<file path="src/hdl/cld_pkg.sv">
package cld_pkg;

  // field and register widths
  localparam int unsigned CFG_W   = 10;
  localparam int unsigned PADDR_W = 5;
  localparam int unsigned PDATA_W = 32;

  // register index codes (byte address / 4)
  localparam logic [2:0] REG_LOCK_TICKS        = 3'd0;
  localparam logic [2:0] REG_FREE_TICKS        = 3'd1;
  localparam logic [2:0] REG_ANCHOR_LOSS_TICKS = 3'd2;
  localparam logic [2:0] REG_WARP_QUIET_TICKS  = 3'd3;
  localparam logic [2:0] REG_BOX_WINDOW_TICKS  = 3'd4;
  localparam logic [2:0] REG_RAW_ACTIVE_FLOOR  = 3'd5;

  // register reset values (144 Hz figures)
  localparam logic [CFG_W-1:0] LOCK_TICKS_RST        = 10'd6;
  localparam logic [CFG_W-1:0] FREE_TICKS_RST        = 10'd3;
  localparam logic [CFG_W-1:0] ANCHOR_LOSS_TICKS_RST = 10'd45;
  localparam logic [CFG_W-1:0] WARP_QUIET_TICKS_RST  = 10'd12;
  localparam logic [CFG_W-1:0] BOX_WINDOW_TICKS_RST  = 10'd24;
  localparam logic [CFG_W-1:0] RAW_ACTIVE_FLOOR_RST  = 10'd4;

  // detector constants
  localparam logic signed [16:0] ANCHOR_TOL   = 17'sd6;
  localparam logic [15:0]        WARP_JUMP    = 16'd100;
  localparam logic [7:0]         LOCK_RETURNS = 8'd4;
  localparam logic [31:0]        BOX_RAW_SUM  = 32'd400;
  localparam logic signed [16:0] BOX_SPAN     = 17'sd30;
  localparam logic [9:0]         SINCE_CAP    = 10'd1000;
  localparam logic [9:0]         BOX_CNT_MAX  = 10'd1023;

  typedef struct packed {
    logic [CFG_W-1:0] lock_ticks;
    logic [CFG_W-1:0] free_ticks;
    logic [CFG_W-1:0] anchor_loss_ticks;
    logic [CFG_W-1:0] warp_quiet_ticks;
    logic [CFG_W-1:0] box_window_ticks;
    logic [CFG_W-1:0] raw_active_floor;
  } cfg_t;

  typedef struct packed {
    logic               clip_confined;
    logic [15:0]        raw_motion;
    logic [15:0]        cursor_motion;
    logic               warp_tell;
    logic signed [15:0] pos_x;
    logic signed [15:0] pos_y;
  } item_t;

  typedef struct packed {
    logic               lock_flag;
    logic [15:0]        lock_streak;
    logic [15:0]        free_streak;
    logic               anchor_valid;
    logic signed [15:0] anchor_px;
    logic signed [15:0] anchor_py;
    logic [15:0]        anchor_misses;
    logic [7:0]         warp_returns;
    logic [9:0]         ticks_since_warp;
    logic [9:0]         box_count;
    logic [31:0]        box_motion_sum;
    logic signed [15:0] box_min_x;
    logic signed [15:0] box_max_x;
    logic signed [15:0] box_min_y;
    logic signed [15:0] box_max_y;
  } state_t;

endpackage

</file>
<file path="src/hdl/cld_cfg.sv">
module cld_cfg (
  input  logic                          clk,
  input  logic                          rst,
  input  logic                          psel,
  input  logic                          penable,
  input  logic                          pwrite,
  input  logic [cld_pkg::PADDR_W-1:0]   paddr,
  input  logic [cld_pkg::PDATA_W-1:0]   pwdata,
  output logic [cld_pkg::PDATA_W-1:0]   prdata,
  output logic                          pready,
  output cld_pkg::cfg_t                 cfg
);
  import cld_pkg::*;

  logic [2:0] idx;
  logic       wr_en;

  assign idx    = paddr[PADDR_W-1:2];
  assign pready = 1'b1;
  assign wr_en  = psel && penable && pwrite;

  always_ff @(posedge clk) begin
    if (rst) begin
      cfg.lock_ticks        <= LOCK_TICKS_RST;
      cfg.free_ticks        <= FREE_TICKS_RST;
      cfg.anchor_loss_ticks <= ANCHOR_LOSS_TICKS_RST;
      cfg.warp_quiet_ticks  <= WARP_QUIET_TICKS_RST;
      cfg.box_window_ticks  <= BOX_WINDOW_TICKS_RST;
      cfg.raw_active_floor  <= RAW_ACTIVE_FLOOR_RST;
    end else if (wr_en) begin
      case (idx)
        REG_LOCK_TICKS:        cfg.lock_ticks        <= pwdata[CFG_W-1:0];
        REG_FREE_TICKS:        cfg.free_ticks        <= pwdata[CFG_W-1:0];
        REG_ANCHOR_LOSS_TICKS: cfg.anchor_loss_ticks <= pwdata[CFG_W-1:0];
        REG_WARP_QUIET_TICKS:  cfg.warp_quiet_ticks  <= pwdata[CFG_W-1:0];
        REG_BOX_WINDOW_TICKS:  cfg.box_window_ticks  <= pwdata[CFG_W-1:0];
        REG_RAW_ACTIVE_FLOOR:  cfg.raw_active_floor  <= pwdata[CFG_W-1:0];
        default: ;
      endcase
    end
  end

  always_comb begin
    case (idx)
      REG_LOCK_TICKS:        prdata = PDATA_W'(cfg.lock_ticks);
      REG_FREE_TICKS:        prdata = PDATA_W'(cfg.free_ticks);
      REG_ANCHOR_LOSS_TICKS: prdata = PDATA_W'(cfg.anchor_loss_ticks);
      REG_WARP_QUIET_TICKS:  prdata = PDATA_W'(cfg.warp_quiet_ticks);
      REG_BOX_WINDOW_TICKS:  prdata = PDATA_W'(cfg.box_window_ticks);
      REG_RAW_ACTIVE_FLOOR:  prdata = PDATA_W'(cfg.raw_active_floor);
      default:               prdata = '0;
    endcase
  end

endmodule

</file>
<file path="src/hdl/cld_step.sv">
module cld_step (
  input  cld_pkg::cfg_t   cfg,
  input  cld_pkg::item_t  item,
  input  cld_pkg::state_t cur,
  output cld_pkg::state_t nxt
);
  import cld_pkg::*;

  function automatic logic [15:0] sat_inc16(input logic [15:0] v);
    return (v == 16'hFFFF) ? v : v + 16'd1;
  endfunction

  logic               landing;
  logic               near;
  logic               jump;
  logic               box_hit;
  logic signed [16:0] dx;
  logic signed [16:0] dy;
  logic signed [16:0] span_x;
  logic signed [16:0] span_y;
  logic signed [15:0] bmin_x;
  logic signed [15:0] bmax_x;
  logic signed [15:0] bmin_y;
  logic signed [15:0] bmax_y;
  logic [31:0]        sum_base;
  logic [32:0]        sum_wide;
  logic [9:0]         count_inc;

  assign dx   = 17'(item.pos_x) - 17'(cur.anchor_px);
  assign dy   = 17'(item.pos_y) - 17'(cur.anchor_py);
  assign jump = item.cursor_motion >= WARP_JUMP;

  always_comb begin
    nxt      = cur;
    landing  = 1'b0;
    near     = 1'b0;
    box_hit  = 1'b0;
    bmin_x   = cur.box_min_x;
    bmax_x   = cur.box_max_x;
    bmin_y   = cur.box_min_y;
    bmax_y   = cur.box_max_y;
    sum_base = cur.box_motion_sum;
    sum_wide = '0;
    count_inc = cur.box_count;
    span_x   = '0;
    span_y   = '0;

    if (item.clip_confined) begin
      // clip rectangle forces the lock and clears both streaks, nothing else moves
      nxt.lock_flag   = 1'b1;
      nxt.lock_streak = '0;
      nxt.free_streak = '0;
    end else begin
      if (cur.ticks_since_warp < SINCE_CAP) begin
        nxt.ticks_since_warp = cur.ticks_since_warp + 10'd1;
      end

      if (item.warp_tell) begin
        // warp anchor
        near = cur.anchor_valid && (dx >= -ANCHOR_TOL) && (dx <= ANCHOR_TOL) &&
               (dy >= -ANCHOR_TOL) && (dy <= ANCHOR_TOL);
        if (near) begin
          nxt.anchor_misses = '0;
          if (jump) begin
            landing              = 1'b1;
            nxt.ticks_since_warp = '0;
            if (cur.warp_returns != 8'hFF) begin
              nxt.warp_returns = cur.warp_returns + 8'd1;
            end
            if (nxt.warp_returns >= LOCK_RETURNS) begin
              nxt.lock_flag = 1'b1;
            end
          end
        end else if (cur.anchor_valid) begin
          nxt.anchor_misses = sat_inc16(cur.anchor_misses);
          if (nxt.anchor_misses > 16'(cfg.anchor_loss_ticks)) begin
            nxt.anchor_valid = 1'b0;
            nxt.warp_returns = '0;
          end
        end
        if (!nxt.anchor_valid && jump) begin
          nxt.anchor_px     = item.pos_x;
          nxt.anchor_py     = item.pos_y;
          nxt.anchor_valid  = 1'b1;
          nxt.anchor_misses = '0;
          nxt.warp_returns  = '0;
        end

        // tumbling box, restarted at window start
        if (cur.box_count == '0) begin
          bmin_x   = item.pos_x;
          bmax_x   = item.pos_x;
          bmin_y   = item.pos_y;
          bmax_y   = item.pos_y;
          sum_base = '0;
        end
        nxt.box_min_x = (item.pos_x < bmin_x) ? item.pos_x : bmin_x;
        nxt.box_max_x = (item.pos_x > bmax_x) ? item.pos_x : bmax_x;
        nxt.box_min_y = (item.pos_y < bmin_y) ? item.pos_y : bmin_y;
        nxt.box_max_y = (item.pos_y > bmax_y) ? item.pos_y : bmax_y;
        sum_wide = {1'b0, sum_base} + 33'(item.raw_motion);
        nxt.box_motion_sum = sum_wide[32] ? 32'hFFFF_FFFF : sum_wide[31:0];
        if (cur.box_count != BOX_CNT_MAX) begin
          count_inc = cur.box_count + 10'd1;
        end
        nxt.box_count = count_inc;
        span_x = 17'(nxt.box_max_x) - 17'(nxt.box_min_x);
        span_y = 17'(nxt.box_max_y) - 17'(nxt.box_min_y);
        if (count_inc >= cfg.box_window_ticks) begin
          box_hit = (nxt.box_motion_sum >= BOX_RAW_SUM) &&
                    (span_x <= BOX_SPAN) && (span_y <= BOX_SPAN);
          if (box_hit) begin
            nxt.lock_flag = 1'b1;
            if (nxt.warp_returns == '0) begin
              nxt.warp_returns = 8'd1;
            end
            nxt.ticks_since_warp = '0;
            nxt.free_streak      = '0;
            nxt.lock_streak      = '0;
          end
          nxt.box_count = '0;
        end
      end

      // lock and free streaks
      if (landing) begin
        nxt.free_streak = '0;
        nxt.lock_streak = '0;
      end else if (item.cursor_motion != '0) begin
        nxt.free_streak = sat_inc16(nxt.free_streak);
        nxt.lock_streak = '0;
        if ((nxt.free_streak >= 16'(cfg.free_ticks)) &&
            (nxt.ticks_since_warp > cfg.warp_quiet_ticks)) begin
          nxt.lock_flag    = 1'b0;
          nxt.warp_returns = '0;
        end
      end else if (item.raw_motion >= 16'(cfg.raw_active_floor)) begin
        nxt.lock_streak = sat_inc16(nxt.lock_streak);
        nxt.free_streak = '0;
        if (nxt.lock_streak >= 16'(cfg.lock_ticks)) begin
          nxt.lock_flag = 1'b1;
        end
      end else begin
        nxt.lock_streak = '0;
        nxt.free_streak = '0;
      end
    end
  end

endmodule

</file>
<file path="src/hdl/cursor_lock_detector.sv">
// pointer lock detector: takes one pointer tick per item and returns one item
// carrying the locked flag. a confining clip rectangle locks at once; otherwise
// lock comes from repeated warps back onto an anchor, from a busy mouse whose
// cursor stays inside a small tumbling box, or from a streak of frozen-cursor
// ticks with raw motion, and is released by a streak of cursor movement with
// no recent warp landing. one item is taken every clock cycle while the result
// register is free or being emptied; a result is offered once its item has
// passed the input register and the state update has been written into the
// result register. the six thresholds, five tick counts and a raw motion floor,
// sit in an apb register file at byte addresses 0x00 to 0x14 and reset to
// 144 Hz values; change them only while no item is in flight
module cursor_lock_detector (
  input  logic                        clk,
  input  logic                        rst,
  // apb configuration port
  input  logic                        psel,
  input  logic                        penable,
  input  logic                        pwrite,
  input  logic [cld_pkg::PADDR_W-1:0] paddr,
  input  logic [cld_pkg::PDATA_W-1:0] pwdata,
  output logic [cld_pkg::PDATA_W-1:0] prdata,
  output logic                        pready,
  // tick items in
  input  logic                        item_valid,
  output logic                        item_ready,
  input  logic                        clip_confined,
  input  logic [15:0]                 raw_motion,
  input  logic [15:0]                 cursor_motion,
  input  logic                        warp_tell,
  input  logic signed [15:0]          pos_x,
  input  logic signed [15:0]          pos_y,
  // result items out
  output logic                        result_valid,
  input  logic                        result_ready,
  output logic                        locked
);
  import cld_pkg::*;

  cfg_t   cfg;
  item_t  in_item;
  logic   in_full;
  state_t state;
  state_t state_next;
  logic   advance;

  cld_cfg u_cfg (
    .clk     (clk),
    .rst     (rst),
    .psel    (psel),
    .penable (penable),
    .pwrite  (pwrite),
    .paddr   (paddr),
    .pwdata  (pwdata),
    .prdata  (prdata),
    .pready  (pready),
    .cfg     (cfg)
  );

  // the held item moves on when the result register is free or being emptied
  assign advance    = in_full && (!result_valid || result_ready);
  assign item_ready = !in_full || advance;

  // input register
  always_ff @(posedge clk) begin
    if (rst) begin
      in_full <= 1'b0;
    end else if (item_ready) begin
      in_full <= item_valid;
    end
  end

  always_ff @(posedge clk) begin
    if (item_valid && item_ready) begin
      in_item.clip_confined <= clip_confined;
      in_item.raw_motion    <= raw_motion;
      in_item.cursor_motion <= cursor_motion;
      in_item.warp_tell     <= warp_tell;
      in_item.pos_x         <= pos_x;
      in_item.pos_y         <= pos_y;
    end
  end

  // whole tick update in one pass
  cld_step u_step (
    .cfg  (cfg),
    .item (in_item),
    .cur  (state),
    .nxt  (state_next)
  );

  // tracker state; anchor position and box bounds are written before any read
  always_ff @(posedge clk) begin
    if (rst) begin
      state.lock_flag        <= 1'b0;
      state.lock_streak      <= '0;
      state.free_streak      <= '0;
      state.anchor_valid     <= 1'b0;
      state.anchor_misses    <= '0;
      state.warp_returns     <= '0;
      state.ticks_since_warp <= SINCE_CAP;
      state.box_count        <= '0;
      state.box_motion_sum   <= '0;
    end else if (advance) begin
      state <= state_next;
    end
  end

  // result register, parts the two handshakes
  always_ff @(posedge clk) begin
    if (rst) begin
      result_valid <= 1'b0;
    end else if (advance) begin
      result_valid <= 1'b1;
    end else if (result_ready) begin
      result_valid <= 1'b0;
    end
  end

  always_ff @(posedge clk) begin
    if (advance) begin
      locked <= state_next.lock_flag;
    end
  end

  // warp age counter never runs past its cap
  a_since_cap : assert property (@(posedge clk) disable iff (rst)
    state.ticks_since_warp <= SINCE_CAP)
    else $error("ticks since warp above cap");

  // a confined tick always reports locked
  a_clip_locks : assert property (@(posedge clk) disable iff (rst)
    (advance && in_item.clip_confined) |=> (result_valid && locked))
    else $error("clip confined tick not locked");

  // a stalled item stays in the input register untouched
  a_in_hold : assert property (@(posedge clk) disable iff (rst)
    (in_full && !advance) |=> (in_full && $stable(in_item)))
    else $error("held item lost or changed");

  // every update produces a result
  a_result : assert property (@(posedge clk) disable iff (rst)
    advance |=> result_valid)
    else $error("update without result");

endmodule
</file>
<file path="config.mk">
export PLATFORM = sky130hd
export DESIGN_NAME = cursor_lock_detector
export DESIGN_NICKNAME = d
export VERILOG_FILES = /design/src/hdl/cld_pkg.sv /design/src/hdl/cld_cfg.sv /design/src/hdl/cld_step.sv /design/src/hdl/cursor_lock_detector.sv
export SDC_FILE = /design/constraint.sdc
export NUM_CORES = 1
export LEC_CHECK = 0
export BUFFER_PORTS_ARGS = -buffer_cell sky130_fd_sc_hd__buf_2
export CAP_MARGIN = 15
export CORE_ASPECT_RATIO = 1.75
export CORE_UTILIZATION = 25
export DETAILED_ROUTE_END_ITERATION = 7
export PLACE_DENSITY = 0.41
export SLEW_MARGIN = 40
export SYNTH_ARGS = -nofsm -noshare
export SYNTH_HDL_FRONTEND = slang
export SYNTH_SLANG_ARGS = --single-unit
</file>
<file path="constraint.sdc">
create_clock -name clk -period 13.2 [get_ports clk]
set_input_delay 0.66 -clock clk [delete_from_list [all_inputs] [get_ports clk]]
set_output_delay 0.66 -clock clk [all_outputs]
set_load 0.01 [all_outputs]
</file>
==> results.json <==
{
  "sw_frac_of_total_pct": 32.19,
  "seq_pwr_share_pct": 37.3,
  "cts_max_level": 2,
  "cts_buffer_depth": 3,
  "holdBufCountCts": 0,
  "synth-main-ff-cell": "dfxtp_1",
  "number_of_iterations_in_the_first_detailed_routing_pass": 5,
  "layout_min_cycle_time_ns": 12.11,
  "p_leak_uw": 0.01085,
  "dr.first_iter.drc_count": 840,
  "crit_type": "flip-flop to flip-flop",
  "synth_mux_area_share_pct": 5.087,
  "vias_per_cell": 4.945,
  "clock_tree.root_cell": "clkbuf_16",
  "combPwrFrac_pct": 24.0,
  "antennaDiodeCount": 0,
  "finish.cell_count_without_fillers": 4239,
  "run_status": "completed",
  "drcViolationCount": 0,
  "yosys_warnings": 0,
  "grt_residual_overflow": 0,
  "design.core.area_um2": 97110,
  "netlist_top_cells_count": "nor2_1 (274), a21oi_1 (226), ha_1 (206)",
  "critical_path.slowest_cell": "nor4_2",
  "grt_setup_unrepaired": "false",
  "vdd_drop_max_mv": 0.08268,
  "count_leader_synth": "nor2_1",
  "layout-drive-gt1-share_pct": 10.04,
  "clock_sink_count": 335,
  "syn-instance-count": 2865,
  "largest_family_of_logic_cells_by_synthesized_area": "simple AND/OR/NAND/NOR gates",
  "compound_cell_area_share_of_the_yosys_netlist_pct": 19.88,
  "vias_in_the_first_global_route": 21510,
  "synthesis.area_um2": 24550,
  "synth-adder-area-share_pct": 10.95,
  "intPower_uw": 2066,
  "fillerInstances": 10540,
  "initial_core_utilization_pct": 25.28,
  "timing_hold_violations_final": 0,
  "min_delay_worst_endpoint": "in_item[55]",
  "cts_buffers": 44,
  "synth_xor_xnor_area_share_pct": 3.430,
  "synth.area.top_cells": "edfxtp_1 (20%), dfxtp_1 (14%), ha_1 (11%)",
  "synthesis_to_finish_area_growth_pct": 13.11,
  "layout_worst_path_cycle_share_pct": 91.74,
  "dp_cells": 4161,
  "clock_skew_ns": 0.04153,
  "maximum_number_of_pins_on_one_net_before_global_route_repair": 67,
  "hold_path_startpoint": "raw_motion[6]",
  "worst_slew_margin_rel_pct": 44.97,
  "synth_simple_gate_area_share_pct": 20.87,
  "setup.worst_path.end_class": "flip-flop",
  "floorplan.die.width_um": 238.9,
  "critPathRequiredTime_ns": 13.53,
  "ys_seq_elements": 335,
  "whs_path_depth": 1,
  "timing_max_transition_violations_final": 0,
  "crit-reg2reg-capture": "locked",
  "place.gp.congestion": 0.8246,
  "cp-start-kind": "flip-flop",
  "synth-edff-count": 163,
  "grt_first_pass_wirelength_um": 122000,
  "power_density_nw_per_um2": 109.7,
  "routed_wire_length_per_instance_um": 18.56,
  "io_buffers": 98,
  "ff2ff_path_depth": 54,
  "arrival_ns": 12.44,
  "post-dp-hpwl_um": 58740,
  "post_synth.cell_area_avg_um2": 8.568,
  "clock.fmax_mhz": 82.58,
  "clk_pin_slew_worst_paths_ns": 0.06,
  "setup_violations": 0,
  "max-cap-violations": 0,
  "cp_max_fo": 38,
  "row_count": 151,
  "vias": 20960,
  "io-pin-count": 146,
  "die_area_um2": 99500,
  "worstReg2RegStart": "state[96]",
  "clk_latency_ns": 0.62,
  "min-delay-path-class": "input port to flip-flop",
  "worst-slew-pin-transition_ns": 0.8255,
  "yosys.area.top_type": "edfxtp_1",
  "ys_async_sr_fraction_pct": 0,
  "synth_top_area_share_pct": 19.94,
  "drt-total-wl_um": 78680,
  "ys_seq_area_share_pct": 33.97,
  "synth_cell_types": 100,
  "fin_setup_tns_ns": 0,
  "critical_path.most_common_cell": "a21o_1",
  "grt_antenna_before_repair": 0,
  "rrSetupSlack_ns": 1.09,
  "max_stage_delay_ns": 0.51,
  "clock_power_share_pct": 38.7,
  "grt_usage_pct": 15.70,
  "floorplan.die.height_um": 416.5,
  "switchingPower_uw": 980.9,
  "postRouteAntennaNets": 0,
  "cts_tree": "built",
  "nNetsFinal": 3229
}
[per-stage QoR]
stage                     hold slack (ns)  power (uW)  util (%)  instance area [um^2]  setup slack (ns)
after detailed placement           0.4479        1894     27.18                 26400            0.4730
after CTS                          0.1785        3110     28.56                 27730            0.3781
final                              0.2178        3047     28.59                 27770             1.091
after global placement             0.4420        1895     27.15                 26370            0.5871
after floorplan                    0.4323        1687         -                 24630             1.278
after global routing               0.1906        3215     28.59                 27770          0.006776
[routing by layer]
metal,wire [um],up-vias,global-route usage [%]
li1,-,10570,-
met1,31120,9979,16.74
met2,43230,307,31.00
met3,2066,105,1.829
met4,2268,0,5.411
met5,0,-,0
[cells in the final DEF, fill, tap and decap left out, types with 17 or more instances in the layout]
| master | instances |
|---|---|
| a211oi_1 | 17 |
| a21o_1 | 71 |
| a21oi_1 | 226 |
| a31oi_1 | 45 |
| and2_1 | 66 |
| and3_1 | 26 |
| buf_2 | 96 |
| buf_4 | 34 |
| clkbuf_16 | 45 |
| conb_1 | 23 |
| dfxtp_1 | 172 |
| edfxtp_1 | 163 |
| ha_1 | 206 |
| inv_1 | 183 |
| mux2_2 | 34 |
| mux2i_1 | 78 |
| nand2_1 | 201 |
| nand2b_1 | 30 |
| nand3_1 | 106 |
| nand4_1 | 40 |
| nor2_1 | 270 |
| nor2b_1 | 29 |
| nor3_1 | 53 |
| nor3b_1 | 23 |
| nor4_1 | 56 |
| o211ai_1 | 21 |
| o21a_1 | 26 |
| o21ai_0 | 135 |
| o31ai_1 | 20 |
| or3_1 | 18 |
| xnor2_1 | 50 |
| xor2_1 | 41 |
[flip-flops by register name, summed over array words and instances (netlist names)]
signal        flops
result_valid      1
u_cfg.cfg        60
state           206
locked            1
in_item          66
in_full           1
[critical path, delay by kind of cell (launching register included)]
| kind | cells | cell delay (ns) |
|---|---|---|
| compound gates | 23 | 4.60 |
| xor+xnor | 2 | 0.41 |
| fa+ha+maj | 5 | 1.21 |
| buf+inv | 4 | 0.99 |
| flops | 1 | 0.35 |
| mux | 1 | 0.30 |
| simple gates | 19 | 3.89 |
[power groups by stage]
stage                     Clock [uW]  Sequential (uW)  Combinational [uW]
after global placement             0             1160                 734
after global routing            1260             1140                 812
final                           1180             1140                 731
after CTS                       1230             1140                 738
after detailed placement           0             1160                 734
after floorplan                    0             1150                 537
[worst max-delay path by stage]
stage,cells past startpoint,slack (ns),startpoint,to
after floorplan,70,1.28,state[96],state[122]
after global placement,52,0.59,state[100],state[122]
after detailed placement,52,0.47,state[100],state[122]
after CTS,52,0.38,state[100],state[122]
after global routing,57,0.007,state[96],state[118]
final,54,1.09,state[96],locked
[repair_timing]
action	CTS	global route
setup buffers	0	1
setup endpoints to repair	0	10
resized for setup	0	3
[final cells by class]
cell class	instances	area, um^2	area share, %
inverter	187	701.9	2.528
tap	1300	1627	5.858
timing repair buffer	133	778.2	2.803
clock inverter	16	118.9	0.4281
multi-input combinational	2207	14990	53.97
clock buffer	61	1216	4.380
sequential	335	8338	30.03
[cells by family after synthesis]
kind of cell | after synthesis
AND/OR/NAND/NOR | 1015
other | 2
buffers and inverters | 344
flip-flops | 335
multiplexers | 117
adder cells (fa/ha/maj) | 212
XOR/XNOR | 93
AO/OA/AOI/OAI | 747
(Power assumes the default switching activity.)
